<file path="src/vaft_pkg.sv">
// ============================================================================
// vaft_pkg
// Shared widths, types and the arctangent table for the vector angle block.
// ============================================================================
package vaft_pkg;

    // Field widths.
    localparam int COORD_BITS = 16;
    localparam int ANGLE_BITS = 16;
    localparam int ITERATIONS = 16;

    // Fraction bits kept below the coordinate magnitude inside the CORDIC.
    localparam int GUARD_BITS = 58 - COORD_BITS;

    // Magnitudes start below 2^58; CORDIC gain and the sqrt(2) of the
    // diagonal keep them below 2^60, so 62 signed bits never wrap.
    localparam int XY_W = 62;

    // Angle accumulator: signed, with room for the table sum overshoot.
    localparam int Z_W = ANGLE_BITS + 2;

    // Width of the per-cell shift amount.
    localparam int SHIFT_W = $clog2(ITERATIONS);

    // Stream word widths, padded to whole bytes.
    localparam int S_TDATA_W = ((4 * COORD_BITS + 7) / 8) * 8;
    localparam int M_TDATA_W = ((ANGLE_BITS + 7) / 8) * 8;

    // Fixed angles.
    localparam logic signed [Z_W-1:0]    QUARTER_Z = Z_W'(1) <<< (ANGLE_BITS - 2);
    localparam logic [ANGLE_BITS-1:0]    HALF_A    = ANGLE_BITS'(1) << (ANGLE_BITS - 1);

    // atan(2^-i) as a fraction of a full turn, scaled by 2^32.
    localparam logic [31:0] ATAN_TURN32 [32] = '{
        32'h20000000, 32'h12E4051E, 32'h09FB385B, 32'h051111D4,
        32'h028B0D43, 32'h0145D7E1, 32'h00A2F61E, 32'h00517C55,
        32'h0028BE53, 32'h00145F2F, 32'h000A2F98, 32'h000517CC,
        32'h00028BE6, 32'h000145F3, 32'h0000A2FA, 32'h0000517D,
        32'h000028BE, 32'h0000145F, 32'h00000A30, 32'h00000518,
        32'h0000028C, 32'h00000146, 32'h000000A3, 32'h00000051,
        32'h00000029, 32'h00000014, 32'h0000000A, 32'h00000005,
        32'h00000003, 32'h00000001, 32'h00000001, 32'h00000000
    };

    // Word handed from cell to cell.
    typedef struct packed {
        logic signed [XY_W-1:0] x;
        logic signed [XY_W-1:0] y;
        logic signed [Z_W-1:0]  z;
        logic                   dx_pos;     // dx > 0
        logic                   dy_neg;     // dy < 0
        logic                   fixed;      // angle already known, skip rotation
        logic                   degenerate; // both points coincide
    } vaft_word_t;

    // Table entry i rounded half up to angle units.
    function automatic logic signed [Z_W-1:0] table_units(input int i);
        logic [33:0] t;
        int          sh;
        t  = 34'(ATAN_TURN32[i % 32]);
        sh = (ANGLE_BITS >= 32) ? 0 : 32 - ANGLE_BITS;
        if (sh > 0)
        begin
            t = (t + (34'd1 << (sh - 1))) >> sh;
        end
        return Z_W'(t);
    endfunction

endpackage

</file>
<file path="src/vaft_cell.sv">
// ============================================================================
// vaft_cell
// One CORDIC vectoring step with its own pipeline register; the shift and
// the table angle of the step come in as constants from the chain.
// ============================================================================
module vaft_cell
    import vaft_pkg::*;
(
    input  logic                  clk,
    input  logic                  rst_n,
    input  logic [SHIFT_W-1:0]    shift,
    input  logic signed [Z_W-1:0] step_angle,
    input  logic                  in_valid,
    output logic                  in_ready,
    input  vaft_word_t            in_data,
    output logic                  out_valid,
    input  logic                  out_ready,
    output vaft_word_t            out_data
);

    logic signed [XY_W-1:0] xs;
    logic signed [XY_W-1:0] ys;
    logic                   valid_reg;
    vaft_word_t             data_reg;
    vaft_word_t             data_next;

    // Arithmetic shifts round toward minus infinity.
    assign xs = in_data.x >>> shift;
    assign ys = in_data.y >>> shift;

    // Rotate toward the x axis; a negative y turns back counterclockwise.
    always_comb
    begin
        data_next = in_data;
        if (!in_data.fixed)
        begin
            if (in_data.y < 0)
            begin
                data_next.x = in_data.x - ys;
                data_next.y = in_data.y + xs;
                data_next.z = in_data.z - step_angle;
            end
            else
            begin
                data_next.x = in_data.x + ys;
                data_next.y = in_data.y - xs;
                data_next.z = in_data.z + step_angle;
            end
        end
    end

    assign in_ready = !valid_reg || out_ready;

    // Stage register.
    always_ff @(posedge clk or negedge rst_n)
    begin
        if (!rst_n)
        begin
            valid_reg <= 1'b0;
        end
        else if (in_ready)
        begin
            valid_reg <= in_valid;
        end
    end

    always_ff @(posedge clk)
    begin
        if (in_ready && in_valid)
        begin
            data_reg <= data_next;
        end
    end

    assign out_valid = valid_reg;
    assign out_data  = data_reg;

endmodule

</file>
<file path="config.mk">
export PLATFORM = sky130hd
export DESIGN_NAME = vaft_cell
export DESIGN_NICKNAME = d
export VERILOG_FILES = /design/src/vaft_pkg.sv /design/src/vaft_cell.sv
export SDC_FILE = /design/constraint.sdc
export NUM_CORES = 1
export LEC_CHECK = 0
export BUFFER_PORTS_ARGS = -buffer_cell sky130_fd_sc_hd__buf_2
export CAP_MARGIN = 20
export CORE_MARGIN = 5
export CORE_UTILIZATION = 30
export DETAILED_ROUTE_END_ITERATION = 10
export SETUP_SLACK_MARGIN = 0.5
export SLEW_MARGIN = 15
export SYNTH_ARGS = -nofsm -noshare
export SYNTH_HDL_FRONTEND = slang
export SYNTH_SLANG_ARGS = --single-unit
</file>
<file path="constraint.sdc">
create_clock -name clk -period 4.2 [get_ports clk]
set_input_delay 0.42 -clock clk [delete_from_list [all_inputs] [get_ports clk]]
set_output_delay 0.42 -clock clk [all_outputs]
set_load 0.005 [all_outputs]
</file>
==> impl_metrics.py <==
metrics = {
    "worst_setup_path": {
        "cp_cell_sequence": "buf_8 > nand2b_2 > a2111oi_1 > or4_1 > nand3_1 > and2_4 > or4_4 > nor2_4 > a21oi_2 > xnor2_2 > ha_1 > a21o_1 > a2111oi_4 > nor2_2 > o2111ai_4 > a31oi_4 > a221o_1 > a41o_1 > a221oi_2 > xor2_1 > o21ai_0",
        "path_max_fanout": 9,
        "crit_arrival_ns": 5.44,
        "max_stage_delay_on_crit_path_ns": 0.54,
        "start_kind": "input port",
        "critPathRequiredTime_ns": 4.44,
        "critPathSlowestCell": "sky130_fd_sc_hd__or4_4",
        "criticalPathCategory": "in2reg",
        "cp-end-kind": "register",
    },
    "timing": {
        "final_count_of_hold_timing_violations": 0,
        "grt_setup_unrepaired": "yes",
        "finalSetupViolCount": 90,
        "max_freq_mhz": 192.2,
        "final_max_slew_viol_count": 0,
        "final.period_utilization_pct": 123.9,
        "fin_worst_skew_ns": 0.009861,
        "setup_ws_ns": -1.003,
        "finalSetupTns_ns": -61.44,
        "maxSlewHeadroom_pct": 42.72,
        "min_period_ns": 5.203,
        "slew_worst_pin_ns": 0.8582,
    },
    "route": {
        "antenna_violating_nets_post_route": 0,
        "routed_wire_length_per_instance_um": 20.37,
        "drt_iter0_markers": 2099,
        "drt_pass1_iterations": 7,
        "vias": 29010,
        "drc_errors": 0,
        "route.detailed.vias_per_inst": 5.435,
        "wirelength_um": 108700,
    },
    "floorplan": {
        "boundaryPins": 320,
        "floorplan.rows": 103,
        "die-width_um": 292.1,
        "start_util_pct": 30.23,
        "placeableCoreArea_sq_um": 79000,
        "die_height_um": 292.1,
        "floorplan.die_area_sq_um": 85340,
    },
    "yosys": {
        "synth-seq-area-share_pct": 18.46,
        "synthDominantAreaCellType": "sky130_fd_sc_hd__edfxtp_1",
        "synth_most_common_cell": "sky130_fd_sc_hd__nand2_1",
        "asyncSetResetFlopFracSynth_pct": 0.6803,
        "yosysWarnings": 0,
        "synth-seq-cells": 147,
        "synth_adder_area_share_pct": 8.373,
        "synthSimpleGateAreaFrac_pct": 19.90,
        "synth_compound_area_share_pct": 21.16,
        "count_of_distinct_cell_types_in_the_synthesized_netlist": 91,
        "number_of_cells_produced_by_synthesis": 2856,
        "mapped_area_sq_um": 23880,
        "synth_nets": 3186,
        "post-synth-top-area-fraction_pct": 18.36,
        "synth-edff-count": 146,
        "fraction_of_synthesized_cell_area_in_xor_and_xnor_cells_pct": 8.949,
        "synth_top_family_by_area": "compound AO/OA/AOI/OAI gates",
        "synth_common_cells": "386 x sky130_fd_sc_hd__nand2_1, 246 x sky130_fd_sc_hd__o21ai_0, 206 x sky130_fd_sc_hd__nor2_1",
        "yosys-mux-area-fraction_pct": 19.26,
        "most_frequently_used_flop_master_after_synthesis": "sky130_fd_sc_hd__edfxtp_1",
        "postSynthAreaPerCell_sq_um": 8.361,
        "synth.area.top_cells": "sky130_fd_sc_hd__edfxtp_1 18%, sky130_fd_sc_hd__mux4_2 12%, sky130_fd_sc_hd__ha_1 8.1%",
    },
    "cts": {
        "clock_sink_count": 147,
        "numCtsBuffers": 17,
        "cts.htree.levels": 4,
        "tritoncts": "done",
        "cts-root-buf": "sky130_fd_sc_hd__clkbuf_16",
        "clkTransAtPathRegs_ns": 0.07,
        "clk_latency_ns": 0.52,
        "cts_buffer_depth": 2,
    },
    "job": {
        "cap_violations": 0,
    },
    "cells_and_area": {
        "post_layout_net_count": 4591,
        "post_layout_inst_area_sq_um": 39520,
        "syn2layout_area_growth_pct": 65.51,
        "final_layout_size_suffix_gt1_share_pct": 52.48,
        "fill_cells": 7351,
    },
    "pwr": {
        "static_leakage_uw": 0.01759,
        "power.density_cell_area_nw_per_um2": 304.6,
        "vdd.ir_drop.worst_mv": 0.2934,
        "design_power_total_uw": 12040,
    },
    "global_route": {
        "grt.met3_usage_pct": 4.099,
        "grt_antenna_before_repair": 20,
        "grt_pass1_vias": 28200,
        "globalRouteOverflowTotal": 0,
        "groute.layer.met2.usage_pct": 42.43,
        "globalRouteMet1Util_pct": 28.04,
        "grt_first_pass_wirelength_um": 159600,
        "grt-busiest-layer": "met2",
        "grt_start_max_net_pins": 146,
        "globalRouteTotalUtil_pct": 23.62,
    },
    "status": {
        "run_status": "finished, violations left",
        "failed_checks": "setup timing",
    },
    "placed_design": {
        "placed_cell_area_sq_um": 34940,
        "portBuffers": 319,
        "place.detailed.hpwl_um": 84880,
        "gp_congestion": 0.9651,
        "pre_cts_ws_ns": -1.984,
    },
    "min_path": {
        "worstHoldPathType": "in2reg",
    },
}
==> worst paths after layout <==
check / start / end / slack [ns] / cells after the start
max: shift[3] / out_data[80]$_DFFE_PP_ / -1.00 / 21
min: in_data[2] / out_data[2]$_DFFE_PP_ / 0.08 / 1
max reg2reg: out_valid$_DFFE_PN0N_ / out_data[145]$_DFFE_PP_ / 2.68 / 3
min reg2reg: out_valid$_DFFE_PN0N_ / out_valid$_DFFE_PN0N_ / 0.53 / 2
max in group asynchronous: rst_n / out_valid$_DFFE_PN0N_ / 3.92 / 2
min in group asynchronous: rst_n / out_valid$_DFFE_PN0N_ / 0.20 / 2
==> cell type report <==
class / count / area [sq um] / area share [%]
Multi-Input combinational cell: 2501 / 21300 / 53.88
Timing Repair Buffer: 1550 / 11710 / 29.63
Inverter: 44 / 176.4 / 0.4464
Sequential cell: 147 / 4409 / 11.16
Clock inverter: 15 / 157.7 / 0.3989
Tap cell: 1050 / 1314 / 3.324
Antenna cell: 14 / 35.03 / 0.08864
Clock buffer: 17 / 425.4 / 1.076
==> registers in the layout, indices dropped and copies added, names as in the netlist <==
name       count
out_data     146
out_valid      1
==> critical path: cells and delay by family <==
kind / cells / cell delay, ns
AOI/OAI and AO/OA: 10 / 2.45
adders and majority gates: 1 / 0.28
buffers and inverters: 1 / 0.14
xor gates and xnor gates: 2 / 0.36
and+or+nand+nor: 7 / 1.78
==> metal layers <==
layer | part of all wire (%) | vias to the layer above
li1 | - | 13630
met1 | 38 | 13990
met2 | 51 | 1120
met3 | 6.6 | 269
met4 | 4.2 | 10
met5 | 0.051 | -
==> kinds of logic after synthesis <==
group,Yosys count
simple gates,986
compound gates,821
fa+ha+maj,158
mux,292
flops,147
buf+inv,208
xor+xnor,244
==> power breakdown <==
part / switching [uW] / internal, uW
Combinational: 4050 / 4410
Sequential: 48.7 / 1880
Clock: 771 / 876
==> layout by cell type, fill, tap and decap left out, types with 41 or more instances in the layout <==
| master | instances |
|---|---|
| sky130_fd_sc_hd__ha_1 | 132 |
| sky130_fd_sc_hd__xor2_1 | 94 |
| sky130_fd_sc_hd__inv_1 | 41 |
| sky130_fd_sc_hd__nor2_1 | 177 |
| sky130_fd_sc_hd__a31oi_1 | 45 |
| sky130_fd_sc_hd__a21oi_2 | 64 |
| sky130_fd_sc_hd__a21oi_1 | 131 |
| sky130_fd_sc_hd__edfxtp_1 | 146 |
| sky130_fd_sc_hd__nand2_1 | 362 |
| sky130_fd_sc_hd__o21ai_1 | 92 |
| sky130_fd_sc_hd__nand3_1 | 54 |
| sky130_fd_sc_hd__mux2_2 | 52 |
| sky130_fd_sc_hd__buf_4 | 1114 |
| sky130_fd_sc_hd__buf_2 | 309 |
| sky130_fd_sc_hd__buf_6 | 89 |
| sky130_fd_sc_hd__xnor2_1 | 106 |
| sky130_fd_sc_hd__mux2i_1 | 78 |
| sky130_fd_sc_hd__mux4_2 | 126 |
| sky130_fd_sc_hd__o21ai_0 | 123 |
| sky130_fd_sc_hd__a21o_1 | 73 |
==> per-stage QoR <==
stage / util (%) / hold slack [ns] / instances
floorplan: - / 0.1244 / 2856
global placement: 44.22 / 0.1947 / 5150
detailed placement: 44.22 / 0.1968 / 5150
CTS: 46.94 / 0.04561 / 5242
global route: 50.02 / 0.07150 / 5334
finish: 50.03 / 0.08025 / 5338
==> what timing repair did <==
item / 4_1_cts / 5_1_grt
setup buffers: 53 / 79
gates resized for setup: 240 / 396
cloned: 6 / 3
hold buffers: 1 / 0
setup endpoints to repair: 108 / 109
hold endpoints to repair: 1 / 0
pin swaps: 87 / 245
(Power assumes the default switching activity.)
