File: src/vaft_pkg.sv
// ============================================================================
// vaft_pkg
// Shared widths, types and the arctangent table for the vector angle block.
// ============================================================================
package vaft_pkg;

    // Field widths.
    localparam int COORD_BITS = 16;
    localparam int ANGLE_BITS = 16;
    localparam int ITERATIONS = 16;

    // Fraction bits kept below the coordinate magnitude inside the CORDIC.
    localparam int GUARD_BITS = 58 - COORD_BITS;

    // Magnitudes start below 2^58; CORDIC gain and the sqrt(2) of the
    // diagonal keep them below 2^60, so 62 signed bits never wrap.
    localparam int XY_W = 62;

    // Angle accumulator: signed, with room for the table sum overshoot.
    localparam int Z_W = ANGLE_BITS + 2;

    // Width of the per-cell shift amount.
    localparam int SHIFT_W = $clog2(ITERATIONS);

    // Stream word widths, padded to whole bytes.
    localparam int S_TDATA_W = ((4 * COORD_BITS + 7) / 8) * 8;
    localparam int M_TDATA_W = ((ANGLE_BITS + 7) / 8) * 8;

    // Fixed angles.
    localparam logic signed [Z_W-1:0]    QUARTER_Z = Z_W'(1) <<< (ANGLE_BITS - 2);
    localparam logic [ANGLE_BITS-1:0]    HALF_A    = ANGLE_BITS'(1) << (ANGLE_BITS - 1);

    // atan(2^-i) as a fraction of a full turn, scaled by 2^32.
    localparam logic [31:0] ATAN_TURN32 [32] = '{
        32'h20000000, 32'h12E4051E, 32'h09FB385B, 32'h051111D4,
        32'h028B0D43, 32'h0145D7E1, 32'h00A2F61E, 32'h00517C55,
        32'h0028BE53, 32'h00145F2F, 32'h000A2F98, 32'h000517CC,
        32'h00028BE6, 32'h000145F3, 32'h0000A2FA, 32'h0000517D,
        32'h000028BE, 32'h0000145F, 32'h00000A30, 32'h00000518,
        32'h0000028C, 32'h00000146, 32'h000000A3, 32'h00000051,
        32'h00000029, 32'h00000014, 32'h0000000A, 32'h00000005,
        32'h00000003, 32'h00000001, 32'h00000001, 32'h00000000
    };

    // Word handed from cell to cell.
    typedef struct packed {
        logic signed [XY_W-1:0] x;
        logic signed [XY_W-1:0] y;
        logic signed [Z_W-1:0]  z;
        logic                   dx_pos;     // dx > 0
        logic                   dy_neg;     // dy < 0
        logic                   fixed;      // angle already known, skip rotation
        logic                   degenerate; // both points coincide
    } vaft_word_t;

    // Table entry i rounded half up to angle units.
    function automatic logic signed [Z_W-1:0] table_units(input int i);
        logic [33:0] t;
        int          sh;
        t  = 34'(ATAN_TURN32[i % 32]);
        sh = (ANGLE_BITS >= 32) ? 0 : 32 - ANGLE_BITS;
        if (sh > 0)
        begin
            t = (t + (34'd1 << (sh - 1))) >> sh;
        end
        return Z_W'(t);
    endfunction

endpackage

File: src/vaft_prep.sv
// ============================================================================
// vaft_prep
// Input stage: forms the difference vector, folds it into the first quadrant
// and settles the axis and coincident-point cases.
// ============================================================================
module vaft_prep
    import vaft_pkg::*;
(
    input  logic                         clk,
    input  logic                         rst_n,
    input  logic                         in_valid,
    output logic                         in_ready,
    input  logic signed [COORD_BITS-1:0] from_x,
    input  logic signed [COORD_BITS-1:0] from_y,
    input  logic signed [COORD_BITS-1:0] to_x,
    input  logic signed [COORD_BITS-1:0] to_y,
    output logic                         out_valid,
    input  logic                         out_ready,
    output vaft_word_t                   out_data
);

    logic signed [COORD_BITS:0] dx;
    logic signed [COORD_BITS:0] dy;
    logic [COORD_BITS-1:0]      a;
    logic [COORD_BITS-1:0]      b;
    logic                       valid_reg;
    vaft_word_t                 data_reg;
    vaft_word_t                 data_next;

    // Difference and magnitudes; |d| always fits in COORD_BITS bits.
    assign dx = (COORD_BITS + 1)'(to_x) - (COORD_BITS + 1)'(from_x);
    assign dy = (COORD_BITS + 1)'(to_y) - (COORD_BITS + 1)'(from_y);
    assign a  = COORD_BITS'((dx > 0) ? dx : -dx);
    assign b  = COORD_BITS'((dy >= 0) ? dy : -dy);

    // Starting word for the rotation chain.
    always_comb
    begin
        data_next.x          = XY_W'({a, {GUARD_BITS{1'b0}}});
        data_next.y          = XY_W'({b, {GUARD_BITS{1'b0}}});
        data_next.dx_pos     = (dx > 0);
        data_next.dy_neg     = (dy < 0);
        data_next.degenerate = (dx == 0) && (dy == 0);
        data_next.fixed      = (a == '0) || (b == '0);
        data_next.z          = (b != '0 && a == '0) ? QUARTER_Z : '0;
    end

    assign in_ready = !valid_reg || out_ready;

    // Stage register.
    always_ff @(posedge clk or negedge rst_n)
    begin
        if (!rst_n)
        begin
            valid_reg <= 1'b0;
        end
        else if (in_ready)
        begin
            valid_reg <= in_valid;
        end
    end

    always_ff @(posedge clk)
    begin
        if (in_ready && in_valid)
        begin
            data_reg <= data_next;
        end
    end

    assign out_valid = valid_reg;
    assign out_data  = data_reg;

endmodule

File: config.mk
export PLATFORM = sky130hd
export DESIGN_NAME = vaft_prep
export DESIGN_NICKNAME = d
export VERILOG_FILES = /design/src/vaft_pkg.sv /design/src/vaft_prep.sv
export SDC_FILE = /design/constraint.sdc
export NUM_CORES = 1
export LEC_CHECK = 0
export ABC_AREA = 1
export BUFFER_PORTS_ARGS = -buffer_cell sky130_fd_sc_hd__clkbuf_2
export CORE_MARGIN = 2
export CORE_UTILIZATION = 30
export CTS_CLUSTER_SIZE = 40
export DETAILED_ROUTE_END_ITERATION = 10
export PLACE_DENSITY = 0.57
export SYNTH_ARGS = -nofsm -noshare
export SYNTH_HDL_FRONTEND = slang
export SYNTH_SLANG_ARGS = --single-unit
export TNS_END_PERCENT = 100
File: constraint.sdc
create_clock -name clk -period 3.3 [get_ports clk]
set_input_delay 0.33 -clock clk [delete_from_list [all_inputs] [get_ports clk]]
set_output_delay 0.33 -clock clk [all_outputs]
set_load 0.02 [all_outputs]
==> run summary, run 1 <==
status -> complete, no violations
endpoint class of the critical path -> register
critical path's top delay family -> simple AND/OR/NAND/NOR gates
total CTS buffers -> 5
f_max -> 0.3440 GHz
die area -> 0.01916 mm²
final period utilization -> 0.8810
Worst Path Max Fanout -> 13
crit path kind -> input pin to register
pwr/cell area -> 388.1 mW/mm²
Power Total -> 0.002338 W
Vias -> 4956
Avg WL per Cell -> 10.23 µm
initial core utilization -> 0.3039
Rows -> 49
Synth Warn # -> 0
Setup-failing EPs final -> 0
Internal Power -> 0.001376 W
# IOs -> 216
CP Cell Sequence -> clkbuf_2 -> ha_1 -> inv_1 -> fa_1 -> inv_1 -> ha_1 -> inv_1 -> nor2_1 -> nand3_2 -> nor2_2 -> nand2_4 -> nor2_4 -> nand2_4 -> nor2_8 -> nand2_4 -> nand2_4 -> nand2_1 -> o21ai_0 -> nor2_1 -> nand2_1 -> nor2_1 -> nand2_1 -> nand2_1
clock tree from TritonCTS -> done
final WL -> 12080 µm
Filler cells -> 2024
Min Clock Period, post-route -> 2.907 ns
critical path buffer and inverter count -> 4
first-pass GRT wire length -> 20300 µm
Die W -> 138.4 µm
slowest CP cell -> fa_1
number of global-route vias before repair -> 4465
smallest hold slack -> 0.2860 ns
setup TNS -> 0 ns
area taken by multi-input logic gates -> 0.003319 mm²
Reg2Reg Launch Point -> out_valid
Clock Skew -> 0.002642 ns
Max-cap violations -> 0
Finished Cell Area -> 0.006025 mm²
Clk pwr share -> 0.265
Worst-path clk slew -> 0.06 ns
largest net degree at the start of global routing -> 38
mapped cell area -> 0.005421 mm²
fraction of layout cells with a size suffix above 1 -> 0.1733
synthesized area per cell -> 6.462 µm²
Worst EP required -> 3.33 ns
gr usage total -> 0.1250
initial antenna violation count -> 0
switching power -> 0.0009622 W
Arrival @ worst endpoint -> 2.94 ns
Slew Viols, Final -> 0
H-tree depth -> 2
Syn Inst Count -> 839
leak pwr -> 3.544 nW
max incr delay on CP -> 0.41 ns
Antenna diodes -> 0
Logic pwr share -> 0.464
input/output buffers -> 106
routability congestion estimate -> 0.8697
#FFs+latches synth -> 38
Hold Vio Cnt, Final -> 0
DRT iter0 DRCs -> 146
Worst Setup Slack, final -> 0.3928 ns
worst r2r path cells -> 2
worst vdd ir -> 0.1967 mV
RSZ-0062 raised after global routing -> no
drt first pass iters -> 5
Post-route DRC -> 0
PostCTS Resize Cnt -> 0
antenna viol nets, final -> 0
Seq/Total Area, Yosys -> 0.2096
Worst Hold Class -> input pin to register
placed inst area -> 0.005821 mm²
Min-Delay Endpoint -> out_valid
sequential share of power -> 0.271
clk_lat worst skew -> 0.28 ns
worst slack at placement -> 0.07073 ns
GRT Residual Overflow -> 0
hpwl dp -> 10560 µm
vias per cell -> 4.196
Bufs on Longest Clock Path -> 2
Netlist cell types -> 37
reg2reg end -> out_data[141]
startpoint types -> input pin
core area -> 0.01784 mm²
hold path depth -> 3
CTS root buf -> clkbuf_16
area grow syn2layout -> 11.12%
NumNets Final -> 1056
Storage cell area -> 0.001136 mm²
r2r setup slk -> 1.93 ns
Die Y -> 138.4 µm
Switching Share -> 0.4116
hold wc startpoint -> in_valid
CTS Sinks -> 38
[placed cells by master, fill, tap and decap left out, types with 5 or more instances in the layout]
cell,count
nand2_1,254
nor3_1,6
nand3_1,72
nand2_4,5
nor2_2,11
nand2_2,16
nand4_1,19
nand3b_1,7
conb_1,109
clkbuf_2,106
inv_1,135
edfxtp_1,37
nor2_1,48
xor2_1,9
o21ai_0,13
ha_1,35
clkbuf_16,5
inv_2,5
a21oi_1,26
[worst min-delay path: stages]
cell and delay (ns):
clkbuf_2 0.07, inv_1 0.06, nand2_1 0.07
[Yosys cell counts, drive strengths merged]
cell type  count  area share
nand2        275        0.20
inv          140       0.097
buf          113        0.16
nand3         75       0.072
nor2          62       0.054
edfxtp        37        0.20
ha            35       0.081
a21oi         30       0.031
nand4         19       0.022
o21ai         13       0.012
xor2           9       0.015
nand3b         8       0.013
nor3           6      0.0055
and2           3      0.0035
xnor2          3      0.0048
a21o           2      0.0028
fa             2      0.0074
a211oi         1      0.0014
conb           1     0.00069
dfrtp          1      0.0046
nor4           1      0.0012
o211ai         1      0.0014
o21a           1      0.0014
or2            1      0.0012
[registers in the layout, summed over array words and instances (netlist names)]
name,cells
out_data,37
out_valid,1
[metrics by stage]
stage / util / cells
4_1_cts: 0.3377 / 1181
3_5_place_dp: 0.3263 / 1172
2_1_floorplan: - / 947
6_report: 0.3377 / 1181
3_3_place_gp: 0.3263 / 1172
5_1_grt: 0.3377 / 1181
[how the worst max path moves through the flow]
stage               cells after the start            to  startpoint
global placement                       23   out_data[1]   from_x[0]
floorplan                              24   out_data[1]     to_x[0]
detailed placement                     23   out_data[1]   from_x[0]
finish                                 23   out_data[1]   from_x[0]
CTS                                    23   out_data[1]   from_x[0]
global route                           22  out_data[18]     to_y[0]
[cell type report]
cell class / count / area share
inverter: 140 / 0.08723
clock inverter: 3 / 0.01142
tap: 229 / 0.04756
sequential: 38 / 0.1886
multi-input combinational: 656 / 0.5510
clock buffer: 5 / 0.02077
timing repair buffer: 110 / 0.09346
[per-layer routing]
layer  share of wire  up-vias  GRT usage
met1            0.43     2149     0.1538
met2            0.50      143     0.2316
met5               0        -          0
li1                -     2651          -
met3           0.055       13    0.01767
met4           0.012        0    0.02578
[power by group through the flow]
stage          clock (W)  combinational, W  sequential [W]
3_3_place_gp           0           0.00108        0.000646
4_1_cts         0.000633           0.00109        0.000637
6_report        0.000620           0.00108        0.000634
3_5_place_dp           0           0.00109        0.000646
2_1_floorplan          0          0.000864        0.000709
5_1_grt         0.000652           0.00124        0.000640
[cells by family (layout without fill, tap and decap cells)]
| family | count (synthesis) | in the layout | synth area share |
|---|---|---|---|
| compound gates | 48 | 48 | 0.05008 |
| xor+xnor | 12 | 12 | 0.01939 |
| fa+ha+maj | 37 | 37 | 0.08816 |
| buf+inv | 253 | 258 | 0.2550 |
| flops | 38 | 38 | 0.2096 |
| other cells | 1 | 109 | 0.0006917 |
| simple gates | 450 | 450 | 0.3771 |
[what timing repair did]
| item | 4_1_cts | 5_1_grt |
|---|---|---|
| hold endpoints to repair | 1 | 0 |
| setup buffers | 0 | 0 |
| hold buffers | 1 | 0 |
No activity file was read; power rests on OpenSTA's default activity.
==> inputs of run 2 (changes only) <==
--- a/config.mk
+++ b/config.mk
@@ -11,7 +11,6 @@
 export CORE_UTILIZATION = 30
 export CTS_CLUSTER_SIZE = 40
 export DETAILED_ROUTE_END_ITERATION = 10
-export PLACE_DENSITY = 0.57
 export SYNTH_ARGS = -nofsm -noshare
 export SYNTH_HDL_FRONTEND = slang
 export SYNTH_SLANG_ARGS = --single-unit
==> run summary, run 2 (same netlist as run 1, synthesis figures left out) <==
status -> complete, no violations (unchanged)
startpoint types -> input pin (unchanged)
clk_lat worst skew -> 0.28 ns (about the same)
die area -> 0.01916 mm² (unchanged)
fraction of layout cells with a size suffix above 1 -> 0.1761 (was 0.1733)
DRT iter0 DRCs -> 229 (was 146)
Setup-failing EPs final -> 0 (unchanged)
area grow syn2layout -> 11.45% (was 11.12%)
CTS Sinks -> 38 (unchanged)
hold wc startpoint -> in_valid (unchanged)
total CTS buffers -> 5 (unchanged)
NumNets Final -> 1058 (was 1056)
Avg WL per Cell -> 10.19 µm (was 10.23 µm)
Clock Skew -> 0.001647 ns (was 0.002642 ns)
Arrival @ worst endpoint -> 2.96 ns (was 2.94 ns)
reg2reg end -> out_data[130] (was out_data[141])
f_max -> 0.3416 GHz (was 0.3440 GHz)
initial core utilization -> 0.3039 (unchanged)
antenna viol nets, final -> 0 (unchanged)
final WL -> 12060 µm (was 12080 µm)
Antenna diodes -> 0 (unchanged)
Post-Place Cells -> 1174 (was 1172)
Filler cells -> 2020 (was 2024)
Layout Cells excl Fill -> 1183 (was 1181)
setup TNS -> 0 ns (unchanged)
hold path depth -> 3 (unchanged)
most frequent cells in the layout -> nand2_1, inv_1, conb_1 (unchanged)
max incr delay on CP -> 0.42 ns (was 0.41 ns)
core area -> 0.01784 mm² (unchanged)
Worst Path Max Fanout -> 13 (unchanged)
Die W -> 138.4 µm (unchanged)
hpwl dp -> 10560 µm (about the same)
drt first pass iters -> 4 (was 5)
gr usage total -> 0.1235 (was 0.1250)
H-tree depth -> 2 (unchanged)
r2r setup slk -> 1.94 ns (was 1.93 ns)
Worst-path clk slew -> 0.06 ns (about the same)
Slew Viols, Final -> 0 (unchanged)
crit path kind -> input pin to register (unchanged)
RSZ-0062 raised after global routing -> no (unchanged)
Die Y -> 138.4 µm (unchanged)
Reg2Reg Launch Point -> out_valid (unchanged)
clock tree from TritonCTS -> done (unchanged)
Vias -> 4955 (was 4956)
Min Clock Period, post-route -> 2.927 ns (was 2.907 ns)
slowest CP cell -> fa_1 (unchanged)
first-pass GRT wire length -> 20010 µm (was 20300 µm)
routability congestion estimate -> 0.8777 (was 0.8697)
input/output buffers -> 106 (unchanged)
number of post-CTS setup repair buffers -> 0 (unchanged)
# IOs -> 216 (unchanged)
GRT Residual Overflow -> 0 (unchanged)
Hold Vio Cnt, Final -> 0 (unchanged)
CTS root buf -> clkbuf_16 (unchanged)
largest net degree at the start of global routing -> 38 (unchanged)
pwr/cell area -> 387.4 mW/mm² (was 388.1 mW/mm²)
initial antenna violation count -> 0 (unchanged)
Worst Hold Class -> input pin to register (unchanged)
Min-Delay Endpoint -> out_valid (unchanged)
number of global-route vias before repair -> 4377 (was 4465)
Max-cap violations -> 0 (unchanged)
Rows -> 49 (unchanged)
worst r2r path cells -> 2 (unchanged)
endpoint class of the critical path -> register (unchanged)
vias per cell -> 4.189 (was 4.196)
Worst EP required -> 3.33 ns (about the same)
CP Cell Sequence -> clkbuf_2 -> ha_1 -> inv_1 -> fa_1 -> inv_1 -> ha_2 -> inv_1 -> nor2_1 -> nand3_2 -> nor2_2 -> nand2_4 -> nor2_4 -> nand2_4 -> nor2_8 -> nand2_4 -> nand2_4 -> nand2_1 -> o21ai_0 -> nor2_1 -> nand2_1 -> nor2_1 -> nand2_1 -> nand2_1 (was clkbuf_2 -> ha_1 -> inv_1 -> fa_1 -> inv_1 -> ha_1 -> inv_1 -> nor2_1 -> nand3_2 -> nor2_2 -> nand2_4 -> nor2_4 -> nand2_4 -> nor2_8 -> nand2_4 -> nand2_4 -> nand2_1 -> o21ai_0 -> nor2_1 -> nand2_1 -> nor2_1 -> nand2_1 -> nand2_1)
Post-route DRC -> 0 (unchanged)
Largest register FFs -> 37 (unchanged)
worst vdd ir -> 0.1982 mV (was 0.1967 mV)
leak pwr -> 3.551 nW (was 3.544 nW)
final period utilization -> 0.8870 (was 0.8810)
Bufs on Longest Clock Path -> 2 (unchanged)
leading cell type in the layout, fill and taps excluded -> nand2_1 (unchanged)
## run 2: layout make-up
cell class	instances	area, µm²	area share
inverter	140	525.5	0.08697
clock buffer	5	125.1	0.02071
multi-input combinational	656	3322	0.5498
clock inverter	3	68.82	0.01139
tap	229	286.5	0.04742
sequential	38	1136	0.1880
timing repair buffer	112	578.1	0.09567
## run 2: worst max-delay path by stage
| stage | start | to | slack, ns |
|---|---|---|---|
| 6_report | from_x[0] | out_data[1] | 0.37 |
| 3_5_place_dp | from_x[0] | out_data[1] | 0.02 |
| 3_3_place_gp | from_x[0] | out_data[1] | 0.03 |
| 5_1_grt | to_x[0] | out_data[1] | 0.02 |
| 2_1_floorplan | to_x[0] | out_data[1] | 0.45 |
| 4_1_cts | from_x[0] | out_data[1] | 0.32 |
## run 2: where the power goes
| part | internal, W | switching [W] |
|---|---|---|
| clock network | 0.000434 | 0.000185 |
| logic | 0.000331 | 0.000755 |
| registers | 0.000615 | 0.0000202 |
| total | 0.00138 | 0.000961 |
## run 2: worst max-delay path: cells and delay by family
| family | cells | cell delay (ns) |
|---|---|---|
| compound gates | 1 | 0.10 |
| simple gates | 15 | 1.36 |
| buf+inv | 4 | 0.32 |
| fa+ha+maj | 3 | 0.83 |
## run 2: timing repair
item,in CTS,in global routing
setup endpoints to repair,0,1
resized for setup,0,1
hold buffers,1,0
hold endpoints to repair,1,0
## run 2: routing by layer
layer  track usage  vias to the layer above  wire length, µm
met5             0                        -                0
met4       0.01880                        0               61
met2        0.2329                      136             6110
li1              -                     2647                -
met3       0.01663                        4              566
met1        0.1520                     2168             5318
## run 2: stage by stage
stage / util / power, W / worst slack (ns) / hold slack, ns / instance area, µm²
6_report: 0.3387 / 0.002340 / 0.3728 / 0.2926 / 6042
5_1_grt: 0.3387 / 0.002543 / 0.02232 / 0.3028 / 6042
4_1_cts: 0.3385 / 0.002370 / 0.3204 / 0.2808 / 6040
3_5_place_dp: 0.3271 / 0.001735 / 0.02384 / 0.1090 / 5836
3_3_place_gp: 0.3271 / 0.001725 / 0.03439 / 0.1067 / 5836
2_1_floorplan: - / 0.001573 / 0.4476 / 0.03441 / 5827
==> inputs of run 3 (changes only) <==
--- a/config.mk
+++ b/config.mk
@@ -11,6 +11,7 @@
 export CORE_UTILIZATION = 30
 export CTS_CLUSTER_SIZE = 40
 export DETAILED_ROUTE_END_ITERATION = 10
+export RECOVER_POWER = 100
 export SYNTH_ARGS = -nofsm -noshare
 export SYNTH_HDL_FRONTEND = slang
 export SYNTH_SLANG_ARGS = --single-unit
==> run summary, run 3 (same netlist as run 1, synthesis figures left out) <==
status -> complete, but fails checks (was complete, no violations)
violated checks -> max-capacitance violations, max-slew violations
Die W -> 138.4 µm (unchanged)
Filler cells -> 2033 (was 2020)
Min Clock Period, post-route -> 2.945 ns (was 2.927 ns)
Worst-path clk slew -> 0.06 ns (about the same)
RSZ-0062 raised after global routing -> no (unchanged)
f_max -> 0.3396 GHz (was 0.3416 GHz)
leading cell type in the layout, fill and taps excluded -> nand2_1 (unchanged)
# IOs -> 216 (unchanged)
clk_lat worst skew -> 0.28 ns (about the same)
Antenna diodes -> 0 (unchanged)
most frequent cells in the layout -> nand2_1, inv_1, conb_1 (unchanged)
Layout Cells excl Fill -> 1183 (unchanged)
Avg WL per Cell -> 10.22 µm (was 10.19 µm)
initial core utilization -> 0.3039 (unchanged)
leak pwr -> 3.430 nW (was 3.551 nW)
Worst EP required -> 3.33 ns (about the same)
H-tree depth -> 2 (unchanged)
Post-route DRC -> 0 (unchanged)
hpwl dp -> 10560 µm (unchanged)
final WL -> 12090 µm (was 12060 µm)
setup TNS -> 0 ns (unchanged)
routability congestion estimate -> 0.8777 (unchanged)
DRT iter0 DRCs -> 220 (was 229)
Slew HR -> -0.3254
Bufs on Longest Clock Path -> 2 (unchanged)
Setup-failing EPs final -> 0 (unchanged)
CTS Sinks -> 38 (unchanged)
first-pass GRT wire length -> 20010 µm (unchanged)
die area -> 0.01916 mm² (unchanged)
fraction of layout cells with a size suffix above 1 -> 0.1300 (was 0.1761)
input/output buffers -> 106 (unchanged)
endpoint class of the critical path -> register (unchanged)
Worst Hold Class -> input pin to register (unchanged)
vias per cell -> 4.194 (was 4.189)
Worst-Margin Slew -> 1.988 ns
placed inst area -> 0.005836 mm² (unchanged)
number of global-route vias before repair -> 4377 (unchanged)
initial antenna violation count -> 0 (unchanged)
pwr/cell area -> 388.7 mW/mm² (was 387.4 mW/mm²)
Clock Skew -> 0.001642 ns (was 0.001647 ns)
Largest register FFs -> 37 (unchanged)
number of post-CTS setup repair buffers -> 0 (unchanged)
total CTS buffers -> 5 (unchanged)
Finished Core Util -> 0.3354 (was 0.3387)
gr usage total -> 0.1235 (unchanged)
crit path kind -> input pin to register (unchanged)
drt first pass iters -> 5 (was 4)
largest net degree at the start of global routing -> 38 (unchanged)
Finished Cell Area -> 0.005983 mm² (was 0.006042 mm²)
antenna viol nets, final -> 0 (unchanged)
area grow syn2layout -> 10.36% (was 11.45%)
NumNets Final -> 1058 (unchanged)
Power Total -> 0.002326 W (was 0.002340 W)
Worst Path Max Fanout -> 13 (unchanged)
Post-Place Cells -> 1174 (unchanged)
startpoint types -> input pin (unchanged)
Arrival @ worst endpoint -> 2.97 ns (was 2.96 ns)
GRT Residual Overflow -> 0 (unchanged)
clock tree from TritonCTS -> done (unchanged)
Rows -> 49 (unchanged)
Vias -> 4961 (was 4955)
Hold Vio Cnt, Final -> 0 (unchanged)
Max-cap violations -> 1 (was 0)
Die Y -> 138.4 µm (unchanged)
final period utilization -> 0.8924 (was 0.8870)
CTS root buf -> clkbuf_16 (unchanged)
core area -> 0.01784 mm² (unchanged)
Slew Viols, Final -> 38 (was 0)
worst vdd ir -> 0.1979 mV (was 0.1982 mV)
run 3: cell count changes in the layout (fill, tap and decap cells not counted), sizes merged:
cell	before	now
clkbuf	111	112
buf	5	4
run 3: critical path: stages:
cell      delay, ns
clkbuf_1       0.10
ha_1           0.20
inv_1          0.06
fa_1           0.42
inv_1          0.11
ha_2           0.22
inv_1          0.05
nor2_1         0.12
nand3_2        0.10
nor2_2         0.13
nand2_4        0.07
nor2_4         0.14
nand2_4        0.09
nor2_8         0.10
nand2_4        0.09
nand2_4        0.15
nand2_1        0.06
o21ai_0        0.10
nor2_1         0.06
nand2_1        0.06
nor2_1         0.03
nand2_1        0.10
nand2_1        0.07
run 3: metrics by stage:
stage | hold slack, ns | setup slack, ns
floorplan | 0.03441 | 0.4476
global placement | 0.1067 | 0.03439
detailed placement | 0.1090 | 0.02384
CTS | 0.2808 | 0.3204
global route | 0.3028 | 0.01704
finish | 0.2926 | 0.3551
run 3: worst paths after layout:
check	from	end	slack [ns]	depth (start not counted)
setup / recovery	from_x[0]	out_data[1]	0.36	23
hold / removal	in_valid	out_valid	0.29	3
setup reg to reg	out_valid	out_data[132]	0.88	2
hold reg to reg	out_valid	out_valid	0.60	2
max in group asynchronous	rst_n	out_valid	2.84	2
min in group asynchronous	rst_n	out_valid	0.38	2
run 3: layout make-up:
type	instances	area [µm²]	share of cell area
clock buffer	5	125.1	0.02091
clock inverter	3	68.82	0.01150
inverter	140	525.5	0.08783
multi-input combinational	656	3317	0.5544
sequential	38	1136	0.1899
tap	229	286.5	0.04789
timing repair buffer	112	524.3	0.08762
run 3: layer usage:
layer	part of all wire	global-route usage	vias up
met1	0.44	0.1520	2179
met4	0.0050	0.01880	0
met5	0	0	-
li1	-	-	2646
met3	0.046	0.01663	4
met2	0.51	0.2329	132
run 3: timing repair:
item                                   4_1_cts  5_1_grt
endpoints found under the hold margin        1        0
setup endpoints to repair                    0        1
hold buffers                                 1        0
resized for setup                            0        1
run 3: power breakdown:
group | switching (W) | internal, W
Sequential | 0.0000202 | 0.000616
Clock | 0.000184 | 0.000434
Combinational | 0.000755 | 0.000316
Total | 0.000959 | 0.00137
